[src/sv/psq_pkg.sv]
// Package for the priority semaphore wait queue.
// Holds the queue entry type, request codes, cell control struct and ordering function.
// No dependencies; imported by the cell and the top level.
package psq_pkg;

  // Request codes
  typedef enum logic [1:0] {
    REQ_DOWN  = 2'd0,
    REQ_UP    = 2'd1,
    REQ_BOOST = 2'd2,
    REQ_NONE  = 2'd3
  } req_t;

  // One waiter as held in a cell
  typedef struct packed {
    logic [7:0]  id;
    logic        urgent;
    logic [15:0] deadline;
    logic [15:0] arrival;
  } entry_t;

  // Per-cycle command broadcast to every cell
  typedef struct packed {
    logic clear;    // empty the queue
    logic cmp_ins;  // 1: hit means "new entry goes here", 0: hit means id match
    logic ins;      // insert new entry at first hit
    logic wake;     // pop head, shift toward head
    logic boost;    // move first id match to the head
  } ctl_t;

  localparam int COUNT_W   = 5;
  localparam int COUNT_MAX = 31;

  // True when entry a is served strictly before entry b
  function automatic logic beats(entry_t a, entry_t b);
    logic r;
    if (a.urgent != b.urgent) begin
      r = a.urgent;
    end else if (a.urgent && (a.deadline != b.deadline)) begin
      r = a.deadline < b.deadline;
    end else begin
      r = a.arrival < b.arrival;
    end
    return r;
  endfunction

endpackage

[src/sv/psq_if.sv]
// Channel interfaces for the priority semaphore wait queue: request, response, config.
// Each carries valid, ready and payload with source and sink modports.
// Depends on nothing.
interface psq_req_if;
  logic        valid;
  logic        ready;
  logic [1:0]  req_type;
  logic [7:0]  vehicle_id;
  logic        is_urgent;
  logic [15:0] deadline;
  logic [15:0] arrival_time;

  modport source (output valid, req_type, vehicle_id, is_urgent, deadline, arrival_time,
                  input ready);
  modport sink   (input valid, req_type, vehicle_id, is_urgent, deadline, arrival_time,
                  output ready);
endinterface

interface psq_rsp_if;
  logic       valid;
  logic       ready;
  logic       granted;
  logic       queued;
  logic       rejected_full;
  logic       woken_valid;
  logic [7:0] woken_id;
  logic       boost_found;
  logic [7:0] permits_now;
  logic [4:0] waiting_count;
  logic [4:0] urgent_waiting;

  modport source (output valid, granted, queued, rejected_full, woken_valid, woken_id,
                  boost_found, permits_now, waiting_count, urgent_waiting,
                  input ready);
  modport sink   (input valid, granted, queued, rejected_full, woken_valid, woken_id,
                  boost_found, permits_now, waiting_count, urgent_waiting,
                  output ready);
endinterface

interface psq_cfg_if;
  logic       valid;
  logic       ready;
  logic [7:0] initial_permits;

  modport source (output valid, initial_permits, input ready);
  modport sink   (input valid, initial_permits, output ready);
endinterface

[src/sv/psq_cell.sv]
// One slot of the sorted wait queue: holds an entry and its valid bit.
// Exchanges entries with both neighbors and ripples a first-hit chain.
// Depends on psq_pkg.
module psq_cell (
  input  logic            clk,
  input  logic            rst,
  input  psq_pkg::ctl_t   ctl,
  input  psq_pkg::entry_t new_entry,
  input  logic [7:0]      match_id,
  input  psq_pkg::entry_t left_entry,
  input  logic            left_valid,
  input  psq_pkg::entry_t right_entry,
  input  logic            right_valid,
  input  logic            hit_in,
  output logic            hit_out,
  input  psq_pkg::entry_t carry_in,
  output psq_pkg::entry_t carry_out,
  output psq_pkg::entry_t entry,
  output logic            valid
);
  import psq_pkg::*;

  logic hit_mine;
  logic first;

  // Local compare: insertion point or id match
  always_comb begin
    if (ctl.cmp_ins) begin
      hit_mine = !valid || beats(new_entry, entry);
    end else begin
      hit_mine = valid && (entry.id == match_id);
    end
    first     = hit_mine && !hit_in;
    hit_out   = hit_in || hit_mine;
    carry_out = first ? entry : carry_in;
  end

  // Valid bit
  always_ff @(posedge clk) begin
    if (rst || ctl.clear) begin
      valid <= 1'b0;
    end else if (ctl.ins) begin
      if (hit_in) begin
        valid <= left_valid;
      end else if (first) begin
        valid <= 1'b1;
      end
    end else if (ctl.wake) begin
      valid <= right_valid;
    end
  end

  // Entry payload
  always_ff @(posedge clk) begin
    if (ctl.ins) begin
      if (hit_in) begin
        entry <= left_entry;
      end else if (first) begin
        entry <= new_entry;
      end
    end else if (ctl.wake) begin
      entry <= right_entry;
    end else if (ctl.boost && !hit_in) begin
      // head side of the match shifts back; head cell's left is the moved entry
      entry <= left_entry;
    end
  end

endmodule

[src/sv/priority_semaphore_wait_queue_top.sv]
// Top level of the priority semaphore wait queue: permit counter, cell chain, result register.
// Depends on psq_pkg, psq_if (interfaces) and psq_cell.
//
//  channel  dir  role
//  req      in   down / up / boost request transaction
//  rsp      out  one result transaction per request
//  cfg      in   initial_permits write; reloads the count and empties the queue
//
// Each request is decided in the cycle it is accepted; the cell row, the permit count
// and the output register that holds the result all update at that edge.
// One request per cycle is taken while rsp is drained; a stalled rsp holds req off.
// Synchronous reset loads one permit and empties the queue; no clearing pass.
module priority_semaphore_wait_queue_top #(
  parameter int QUEUE_DEPTH = 16
) (
  input logic    clk,
  input logic    rst,
  psq_req_if.sink   req,
  psq_rsp_if.source rsp,
  psq_cfg_if.sink   cfg
);
  import psq_pkg::*;

  localparam int LEN_W = $clog2(QUEUE_DEPTH + 1);

  // State
  logic [7:0]       permit;
  logic [LEN_W-1:0] len;
  logic [LEN_W-1:0] urg_cnt;
  logic [7:0]       permit_next;
  logic [LEN_W-1:0] len_next;
  logic [LEN_W-1:0] urg_cnt_next;

  // Cell row wiring
  entry_t                 ent   [QUEUE_DEPTH];
  logic [QUEUE_DEPTH-1:0] vld;
  logic [QUEUE_DEPTH:0]   hit;
  entry_t                 carry [QUEUE_DEPTH+1];
  entry_t                 new_entry;
  ctl_t                   ctl;

  // Result register
  logic       rsp_valid;
  logic       granted;
  logic       queued;
  logic       rejected_full;
  logic       woken_valid;
  logic [7:0] woken_id;
  logic       boost_found;
  logic       g_next, q_next, r_next, w_next, b_next;
  logic [7:0] wid_next;

  logic acc;
  logic full;

  assign req.ready = !rsp_valid || rsp.ready;
  assign cfg.ready = 1'b1;
  assign acc       = req.valid && req.ready;
  assign full      = (len == LEN_W'(QUEUE_DEPTH));

  assign new_entry.id       = req.vehicle_id;
  assign new_entry.urgent   = req.is_urgent;
  assign new_entry.deadline = req.deadline;
  assign new_entry.arrival  = req.arrival_time;

  assign hit[0]   = 1'b0;
  assign carry[0] = ent[0];

  // Chain of cells
  for (genvar i = 0; i < QUEUE_DEPTH; i++) begin : g_cell
    entry_t left_e;
    logic   left_v;
    entry_t right_e;
    logic   right_v;

    if (i == 0) begin : g_head
      assign left_e = carry[QUEUE_DEPTH];
      assign left_v = 1'b0;
    end else begin : g_mid
      assign left_e = ent[i-1];
      assign left_v = vld[i-1];
    end
    if (i == QUEUE_DEPTH - 1) begin : g_tail
      assign right_e = ent[i];
      assign right_v = 1'b0;
    end else begin : g_body
      assign right_e = ent[i+1];
      assign right_v = vld[i+1];
    end

    psq_cell u_cell (
      .clk         (clk),
      .rst         (rst),
      .ctl         (ctl),
      .new_entry   (new_entry),
      .match_id    (req.vehicle_id),
      .left_entry  (left_e),
      .left_valid  (left_v),
      .right_entry (right_e),
      .right_valid (right_v),
      .hit_in      (hit[i]),
      .hit_out     (hit[i+1]),
      .carry_in    (carry[i]),
      .carry_out   (carry[i+1]),
      .entry       (ent[i]),
      .valid       (vld[i])
    );
  end

  // Request decode and next state
  always_comb begin
    ctl          = '0;
    ctl.clear    = cfg.valid;
    ctl.cmp_ins  = (req.req_type == REQ_DOWN);
    permit_next  = permit;
    len_next     = len;
    urg_cnt_next = urg_cnt;
    g_next       = 1'b0;
    q_next       = 1'b0;
    r_next       = 1'b0;
    w_next       = 1'b0;
    b_next       = 1'b0;
    wid_next     = 8'd0;
    case (req.req_type)
      REQ_DOWN: begin
        if (permit != 8'd0) begin
          permit_next = permit - 8'd1;
          g_next      = 1'b1;
        end else if (full) begin
          r_next = 1'b1;
        end else begin
          ctl.ins      = acc;
          len_next     = len + LEN_W'(1);
          urg_cnt_next = urg_cnt + LEN_W'(req.is_urgent);
          q_next       = 1'b1;
        end
      end
      REQ_UP: begin
        if (len != '0) begin
          ctl.wake     = acc;
          w_next       = 1'b1;
          wid_next     = ent[0].id;
          len_next     = len - LEN_W'(1);
          urg_cnt_next = urg_cnt - LEN_W'(ent[0].urgent);
        end else if (permit != 8'hFF) begin
          permit_next = permit + 8'd1;
        end
      end
      REQ_BOOST: begin
        ctl.boost = acc && hit[QUEUE_DEPTH];
        b_next    = hit[QUEUE_DEPTH];
      end
      default: begin
      end
    endcase
  end

  // Permit count and queue counters
  always_ff @(posedge clk) begin
    if (rst) begin
      permit  <= 8'd1;
      len     <= '0;
      urg_cnt <= '0;
    end else if (cfg.valid) begin
      permit  <= cfg.initial_permits;
      len     <= '0;
      urg_cnt <= '0;
    end else if (acc) begin
      permit  <= permit_next;
      len     <= len_next;
      urg_cnt <= urg_cnt_next;
    end
  end

  // Result register
  always_ff @(posedge clk) begin
    if (rst) begin
      rsp_valid <= 1'b0;
    end else if (acc) begin
      rsp_valid <= 1'b1;
    end else if (rsp.ready) begin
      rsp_valid <= 1'b0;
    end
  end

  always_ff @(posedge clk) begin
    if (acc) begin
      granted        <= g_next;
      queued         <= q_next;
      rejected_full  <= r_next;
      woken_valid    <= w_next;
      woken_id       <= wid_next;
      boost_found    <= b_next;
      rsp.permits_now    <= permit_next;
      rsp.waiting_count  <= (32'(len_next) > COUNT_MAX) ? COUNT_W'(COUNT_MAX)
                                                         : COUNT_W'(len_next);
      rsp.urgent_waiting <= (32'(urg_cnt_next) > COUNT_MAX) ? COUNT_W'(COUNT_MAX)
                                                             : COUNT_W'(urg_cnt_next);
    end
  end

  assign rsp.valid         = rsp_valid;
  assign rsp.granted       = granted;
  assign rsp.queued        = queued;
  assign rsp.rejected_full = rejected_full;
  assign rsp.woken_valid   = woken_valid;
  assign rsp.woken_id      = woken_id;
  assign rsp.boost_found   = boost_found;

  // Checks
  a_len_matches_valid: assert property (@(posedge clk) disable iff (rst)
    $countones(vld) == int'(len))
    else $error("queue length disagrees with cell valid bits");

  a_valid_prefix: assert property (@(posedge clk) disable iff (rst)
    ((vld + {{(QUEUE_DEPTH-1){1'b0}}, 1'b1}) & vld) == '0)
    else $error("valid cells do not form a prefix");

  a_urgent_bound: assert property (@(posedge clk) disable iff (rst)
    urg_cnt <= len)
    else $error("urgent count exceeds queue length");

  a_one_outcome: assert property (@(posedge clk) disable iff (rst)
    rsp_valid |-> $onehot0({granted, queued, rejected_full, woken_valid, boost_found}))
    else $error("more than one outcome flag in a result");

  a_wake_pops: assert property (@(posedge clk) disable iff (rst)
    (acc && ctl.wake && !cfg.valid) |=> (len == $past(len) - LEN_W'(1)))
    else $error("wake did not shorten the queue");

endmodule
[src/flat_wrapper.sv]
// flat-port wrapper written by rule: the top's interface ports become plain ports
module priority_semaphore_wait_queue_top_flat import psq_pkg::*;
#(
  parameter int QUEUE_DEPTH = 16
)
  (clk, rst, req_valid, req_req_type, req_vehicle_id, req_is_urgent, req_deadline, req_arrival_time, req_ready, rsp_valid, rsp_granted, rsp_queued, rsp_rejected_full, rsp_woken_valid, rsp_woken_id, rsp_boost_found, rsp_permits_now, rsp_waiting_count, rsp_urgent_waiting, rsp_ready, cfg_valid, cfg_initial_permits, cfg_ready);
  psq_req_if req_i ();
  psq_rsp_if rsp_i ();
  psq_cfg_if cfg_i ();
  input logic clk;
  input logic rst;
  input wire logic [$bits(req_i.valid)-1:0] req_valid;
  input wire logic [$bits(req_i.req_type)-1:0] req_req_type;
  input wire logic [$bits(req_i.vehicle_id)-1:0] req_vehicle_id;
  input wire logic [$bits(req_i.is_urgent)-1:0] req_is_urgent;
  input wire logic [$bits(req_i.deadline)-1:0] req_deadline;
  input wire logic [$bits(req_i.arrival_time)-1:0] req_arrival_time;
  output wire logic [$bits(req_i.ready)-1:0] req_ready;
  output wire logic [$bits(rsp_i.valid)-1:0] rsp_valid;
  output wire logic [$bits(rsp_i.granted)-1:0] rsp_granted;
  output wire logic [$bits(rsp_i.queued)-1:0] rsp_queued;
  output wire logic [$bits(rsp_i.rejected_full)-1:0] rsp_rejected_full;
  output wire logic [$bits(rsp_i.woken_valid)-1:0] rsp_woken_valid;
  output wire logic [$bits(rsp_i.woken_id)-1:0] rsp_woken_id;
  output wire logic [$bits(rsp_i.boost_found)-1:0] rsp_boost_found;
  output wire logic [$bits(rsp_i.permits_now)-1:0] rsp_permits_now;
  output wire logic [$bits(rsp_i.waiting_count)-1:0] rsp_waiting_count;
  output wire logic [$bits(rsp_i.urgent_waiting)-1:0] rsp_urgent_waiting;
  input wire logic [$bits(rsp_i.ready)-1:0] rsp_ready;
  input wire logic [$bits(cfg_i.valid)-1:0] cfg_valid;
  input wire logic [$bits(cfg_i.initial_permits)-1:0] cfg_initial_permits;
  output wire logic [$bits(cfg_i.ready)-1:0] cfg_ready;
  assign req_i.valid = req_valid;
  assign req_i.req_type = req_req_type;
  assign req_i.vehicle_id = req_vehicle_id;
  assign req_i.is_urgent = req_is_urgent;
  assign req_i.deadline = req_deadline;
  assign req_i.arrival_time = req_arrival_time;
  assign req_ready = req_i.ready;
  assign rsp_valid = rsp_i.valid;
  assign rsp_granted = rsp_i.granted;
  assign rsp_queued = rsp_i.queued;
  assign rsp_rejected_full = rsp_i.rejected_full;
  assign rsp_woken_valid = rsp_i.woken_valid;
  assign rsp_woken_id = rsp_i.woken_id;
  assign rsp_boost_found = rsp_i.boost_found;
  assign rsp_permits_now = rsp_i.permits_now;
  assign rsp_waiting_count = rsp_i.waiting_count;
  assign rsp_urgent_waiting = rsp_i.urgent_waiting;
  assign rsp_i.ready = rsp_ready;
  assign cfg_i.valid = cfg_valid;
  assign cfg_i.initial_permits = cfg_initial_permits;
  assign cfg_ready = cfg_i.ready;
  priority_semaphore_wait_queue_top #(.QUEUE_DEPTH(QUEUE_DEPTH)) u_core (.clk(clk), .rst(rst), .req(req_i), .rsp(rsp_i), .cfg(cfg_i));
endmodule
[config.mk]
export PLATFORM = sky130hd
export DESIGN_NAME = priority_semaphore_wait_queue_top_flat
export DESIGN_NICKNAME = d
export VERILOG_FILES = /design/src/sv/psq_pkg.sv /design/src/sv/psq_if.sv /design/src/sv/psq_cell.sv /design/src/sv/priority_semaphore_wait_queue_top.sv /design/src/flat_wrapper.sv
export SDC_FILE = /design/constraint.sdc
export NUM_CORES = 2
export LEC_CHECK = 0
export BUFFER_PORTS_ARGS = -buffer_cell sky130_fd_sc_hd__buf_4
export CORE_ASPECT_RATIO = 0.75
export CORE_MARGIN = 8
export CORE_UTILIZATION = 55
export CTS_CLUSTER_SIZE = 16
export DETAILED_ROUTE_END_ITERATION = 8
export GPL_TIMING_DRIVEN = 1
export PLACE_DENSITY = 0.71
export SKIP_LAST_GASP = 1
export SLEW_MARGIN = 10
export SYNTH_ARGS = -nofsm -noshare
export SYNTH_HDL_FRONTEND = slang
export SYNTH_HIERARCHICAL = 1
export SYNTH_SLANG_ARGS = --single-unit
[constraint.sdc]
create_clock -name clk -period 25.6 [get_ports clk]
set_input_delay 0 -clock clk [delete_from_list [all_inputs] [get_ports clk]]
set_output_delay 0 -clock clk [all_outputs]
set_load 0.1 [all_outputs]
==> results <==
- The flow ran to the end, and the final reports show no timing, DRC or antenna violations.
- The multi-input combinational cell area is 0.0444 sq mm.
- The warning count from the yosys run is 6.
- The cell sitting at the root of the clock tree is a sky130_fd_sc_hd__clkbuf_16.
- Averaged over all synthesized cells, the footprint is 10.0 sq um.
- The critical register-to-register path startpoint is u_core/g_cell[1].u_cell/entry[9].
- The type of the tightest min-delay check is in2reg.
- The startpoint of the most critical hold path is req_deadline[0].
- The first-pass GRT wire length is 363 mm.
- After synthesis the netlist holds a flip-flop and latch count of 722.
- The maximum fanout encountered on the critical timing path is 44.
- The global-route congestion overflow total is 0.
- The number of instances resized during post-cts repair is 0.
- The worst hold path terminates at u_core/g_cell[15].u_cell/entry[16].
- For this run, the slowest stage of the critical path takes 1.03 ns.
- In this run the critical register-to-register path is captured at u_core/g_cell[10].u_cell/entry[7].
- Buffers inserted during clock tree synthesis total 84.
- The via count of the first global-routing pass is 54900.
- Yosys instantiated no cell more often than sky130_fd_sc_hd__a21oi_1.
- Across the run, the number of max-cap violations was 0.
- The dominant register cell in the synthesized netlist is sky130_fd_sc_hd__edfxtp_1.
- The share of cells above drive strength 1 is 15.5%.
- The final wirelength is 249 mm.
- The final routed DRC violation total is 0.
- The congestion estimate from routability-driven global placement came to 0.990.
- The worst register-to-register path has a depth of 44.
- The detailed-routing iteration count for the pre-antenna-repair pass is 8.
- The worst setup path is captured at a register.
- The sum of negative setup slack is 0 ns.
- The required time at the worst-slack endpoint is 25.94 ns.
- The gate count after technology mapping is 6972.
- For this configuration, the core starts out at a cell density of 55.2%.
- After floorplanning, the core was divided into 113 placement rows.
- Setup repair after global routing left no endpoint under its margin.
- The floorplan die height is 324 um.
- Dividing the detail-routed wire length by the instance count gives 29.0 um.
- The fraction of power consumed by sequential logic is 41.3%.
- The quantity of I/O buffers inserted on ports is 88.
- For the worst setup path, the data arrival time is 18.92 ns.
- The H-tree generated during clock tree synthesis spans 3 levels.
- Combinational logic is responsible for 20.5% of the overall power.
- The slowest library cell on the worst path is sky130_fd_sc_hd__a2111oi_2.
- The initial antenna violation count is 12.
- The top cell type by area accounts for 29.6% of the synthesized area.
- Yosys mapped the design onto 73 distinct sky130hd cell types.
- The final route contains 58700 vias.
- The worst-case clock buffer depth is 3.
- Ranked by total cell area, the synthesized netlist is headed by sky130_fd_sc_hd__edfxtp_1 (30%), sky130_fd_sc_hd__mux2_4 (14%), sky130_fd_sc_hd__mux2i_1 (9.7%), sky130_fd_sc_hd__ha_1 (9.0%), sky130_fd_sc_hd__a211oi_1 (7.9%).
- The post-layout total power is 0.00325 W.
- The final-report max-slew violation count came to 0.
- In this run, synthesis inferred 687 flip-flops with an integrated enable.
- The register area is 0.0213 sq mm.
- The number of I/O pins is 90.
- The share of synthesized flip-flops with an asynchronous set or reset is 0%.
- The type of the setup path with the least slack is reg2reg.
- The later pin in the worst-skew pair is clocked with a latency of 0.71 ns.
- The worst hold path passes through 4 cells.
- The share of the clock period used by the worst path after layout is 72.6%.
- The area growth from synthesis to layout is 7.23%.
- The maximum ir drop on the vdd rail is 47.0 uV.
- Cell internal power was estimated by the tool at 0.00230 W.
- The post-DP HPWL is 170 mm.
- The busiest metal layer after global routing is met1.
- The critical path's most frequent cell is sky130_fd_sc_hd__inv_1.
- The clock-pin slew of the registers on the worst-case setup and hold paths is 0.06 ns.
- Once detail routing completed, the nets flagged for antenna violations numbered 0.
- The proportion of power drawn by the clock network is 38.2%.
- The category of the worst setup path launch point is a register.
- Timing would allow up to 0.0538 GHz.
- The area of the core region is 0.126 sq mm.
- The cell area after synthesis is 0.0697 sq mm.
- Summed over all instances, the cell type with the most area after synthesis is sky130_fd_sc_hd__edfxtp_1.
- The global routing usage on met1 is 49.8%.
- Sorting the synthesized cells by how often they occur yields sky130_fd_sc_hd__a21oi_1 (844), sky130_fd_sc_hd__a211oi_1 (737), sky130_fd_sc_hd__nor2b_1 (708), sky130_fd_sc_hd__edfxtp_1 (687), sky130_fd_sc_hd__mux2i_1 (673).
- The die boundary width is 427 um.
- Global routing used 34.1% of the available tracks.
- The final count of hold timing violations is 0.
- The finished layout holds 8594 standard cells, fillers aside.
- The final critical delay including setup and external delays is 18.58 ns.
- The sequential area share after synthesis is 30.6%.
- Global routing used 15.5% of the available met3 tracks.
- The relative slew slack is 8.47%.
- The standby leakage power is 34.3 nW.
- In the global route stage, met2 resource usage came out at 44.7%.
- The die covers 0.139 sq mm.
- The number of setup buffers added after CTS is 0.
- The power per unit of standard cell area is 43.5 mW/mm^2.
- Counting tap cells, the placed design contains a total of 8376 instances.
- Entering global routing, the biggest net connects 197 pins.
- TritonCTS built the clock tree.
- Summed over all nets, the switching power comes to 0.000955 W.
- The clock net sink count is 722.
- The layout net count is 7416.
- The first routing iteration left 8684 violations.
- Setup violations remaining at the end of the flow were counted as 0.
- The post-detailed-route via-to-cell ratio is 6.83.
- The filler cell count in the final layout is 10500.
- At the pin with the least slew margin, the transition time is 1.34 ns.
- For flop-to-flop paths, the worst setup slack is 7.02 ns.
- Clock skew on the completed layout was measured at 0.0191 ns.
- Net switching is 29.4% of the power.
-- flip-flops by register name (all words and copies together) (netlist names) --
| register | cells |
|---|---|
| u_core/rsp.woken_valid | 1 |
| u_core/g_cell.u_cell/valid | 16 |
| u_core/rsp.woken_id | 8 |
| u_core/permit | 8 |
| u_core/g_cell.u_cell/entry | 656 |
| u_core/rsp.granted | 1 |
| u_core/rsp.boost_found | 1 |
| u_core/rsp.urgent_waiting | 5 |
| u_core/urg_cnt | 5 |
| u_core/len | 5 |
| u_core/rsp.valid | 1 |
| u_core/rsp.queued | 1 |
| u_core/rsp.permits_now | 8 |
| u_core/rsp.waiting_count | 5 |
| u_core/rsp.rejected_full | 1 |
-- worst max-delay path by stage --
stage | from | endpoint | slack [ns]
4_1_cts | u_core/g_cell[0].u_cell/entry[11] | u_core/g_cell[10].u_cell/entry[34] | 7.81
2_1_floorplan | req_req_type[0] | u_core/g_cell[0].u_cell/entry[0] | 15.51
6_report | u_core/g_cell[1].u_cell/entry[9] | u_core/g_cell[10].u_cell/entry[7] | 7.02
3_3_place_gp | req_arrival_time[2] | u_core/g_cell[11].u_cell/entry[36] | 8.08
5_1_grt | u_core/g_cell[0].u_cell/entry[2] | u_core/g_cell[13].u_cell/entry[25] | 6.83
3_5_place_dp | req_arrival_time[2] | u_core/g_cell[10].u_cell/entry[0] | 7.90
-- cell type report --
| class | count | area share [%] |
|---|---|---|
| multi-input cells | 5216 | 59.3 |
| flip-flops and latches | 722 | 28.5 |
| clock buffers | 110 | 3.09 |
| repair buffers | 268 | 2.93 |
| inverters | 564 | 2.83 |
| well taps | 1667 | 2.79 |
| clock inverters | 45 | 0.497 |
| diodes | 2 | 0.00669 |
-- worst max-delay path, delay by kind of cell (launching register included) --
kind | cells | cell delay (ns)
AOI/OAI and AO/OA | 7 | 3.13
adders and majority gates | 1 | 0.24
buffers and inverters | 18 | 5.24
DFF | 1 | 0.45
and+or+nand+nor | 18 | 8.90
-- power by group through the flow --
stage / sequential (W) / combinational, W / clock (W)
after global routing: 0.00134 / 0.000701 / 0.00129
after floorplan: 0.00138 / 0.000411 / 0
after global placement: 0.00137 / 0.000619 / 0
after detailed placement: 0.00137 / 0.000632 / 0
after CTS: 0.00134 / 0.000644 / 0.00125
final: 0.00134 / 0.000667 / 0.00124
-- what timing repair did --
item / in CTS / in global routing
hold buffers: 60 / 0
endpoints found under the hold margin: 307 / 0
endpoints found under the setup margin: 0 / 0
-- layer usage --
| metal | wire length, um | share of wire (%) |
|---|---|---|
| met5 | 80 | 0.032 |
| met4 | 7550 | 3.0 |
| met3 | 40600 | 16 |
| met1 | 106000 | 43 |
| met2 | 94600 | 38 |
-- through the flow --
step           area, sq um  setup slack [ns]  hold slack (ns)  utilization, %
4_1_cts              74800              7.81           0.0713            59.2
3_5_place_dp         71500              7.90            0.243            56.6
6_report             74800              7.02            0.130            59.2
2_1_floorplan        69800             15.51            0.126               -
5_1_grt              74800              6.83            0.118            59.2
3_3_place_gp         71500              8.08            0.241            56.6
-- cell families after synthesis --
kind of cell,synth area share (%)
AOI/OAI and AO/OA,17.7
xor gates and xnor gates,1.71
adders and majority gates,9.04
buffers and inverters,6.37
DFF,30.6
muxes,23.7
other,0.0108
and+or+nand+nor,10.8
-- placed cells by master (no fill, tap or decap), types with 92 or more instances in the layout --
cell type,netlist,layout
sky130_fd_sc_hd__nor2b_1,708,708
sky130_fd_sc_hd__edfxtp_1,687,687
sky130_fd_sc_hd__mux2_4,640,640
sky130_fd_sc_hd__mux2i_1,673,673
sky130_fd_sc_hd__buf_4,2,206
sky130_fd_sc_hd__nand2_1,205,190
sky130_fd_sc_hd__nand4_1,116,116
sky130_fd_sc_hd__a211oi_1,737,737
sky130_fd_sc_hd__a21oi_1,844,828
sky130_fd_sc_hd__ha_1,504,504
sky130_fd_sc_hd__nor2_1,121,120
sky130_fd_sc_hd__xnor2_1,135,135
sky130_fd_sc_hd__inv_1,563,563
sky130_fd_sc_hd__o21ai_0,94,92
(Power assumes the default switching activity.)
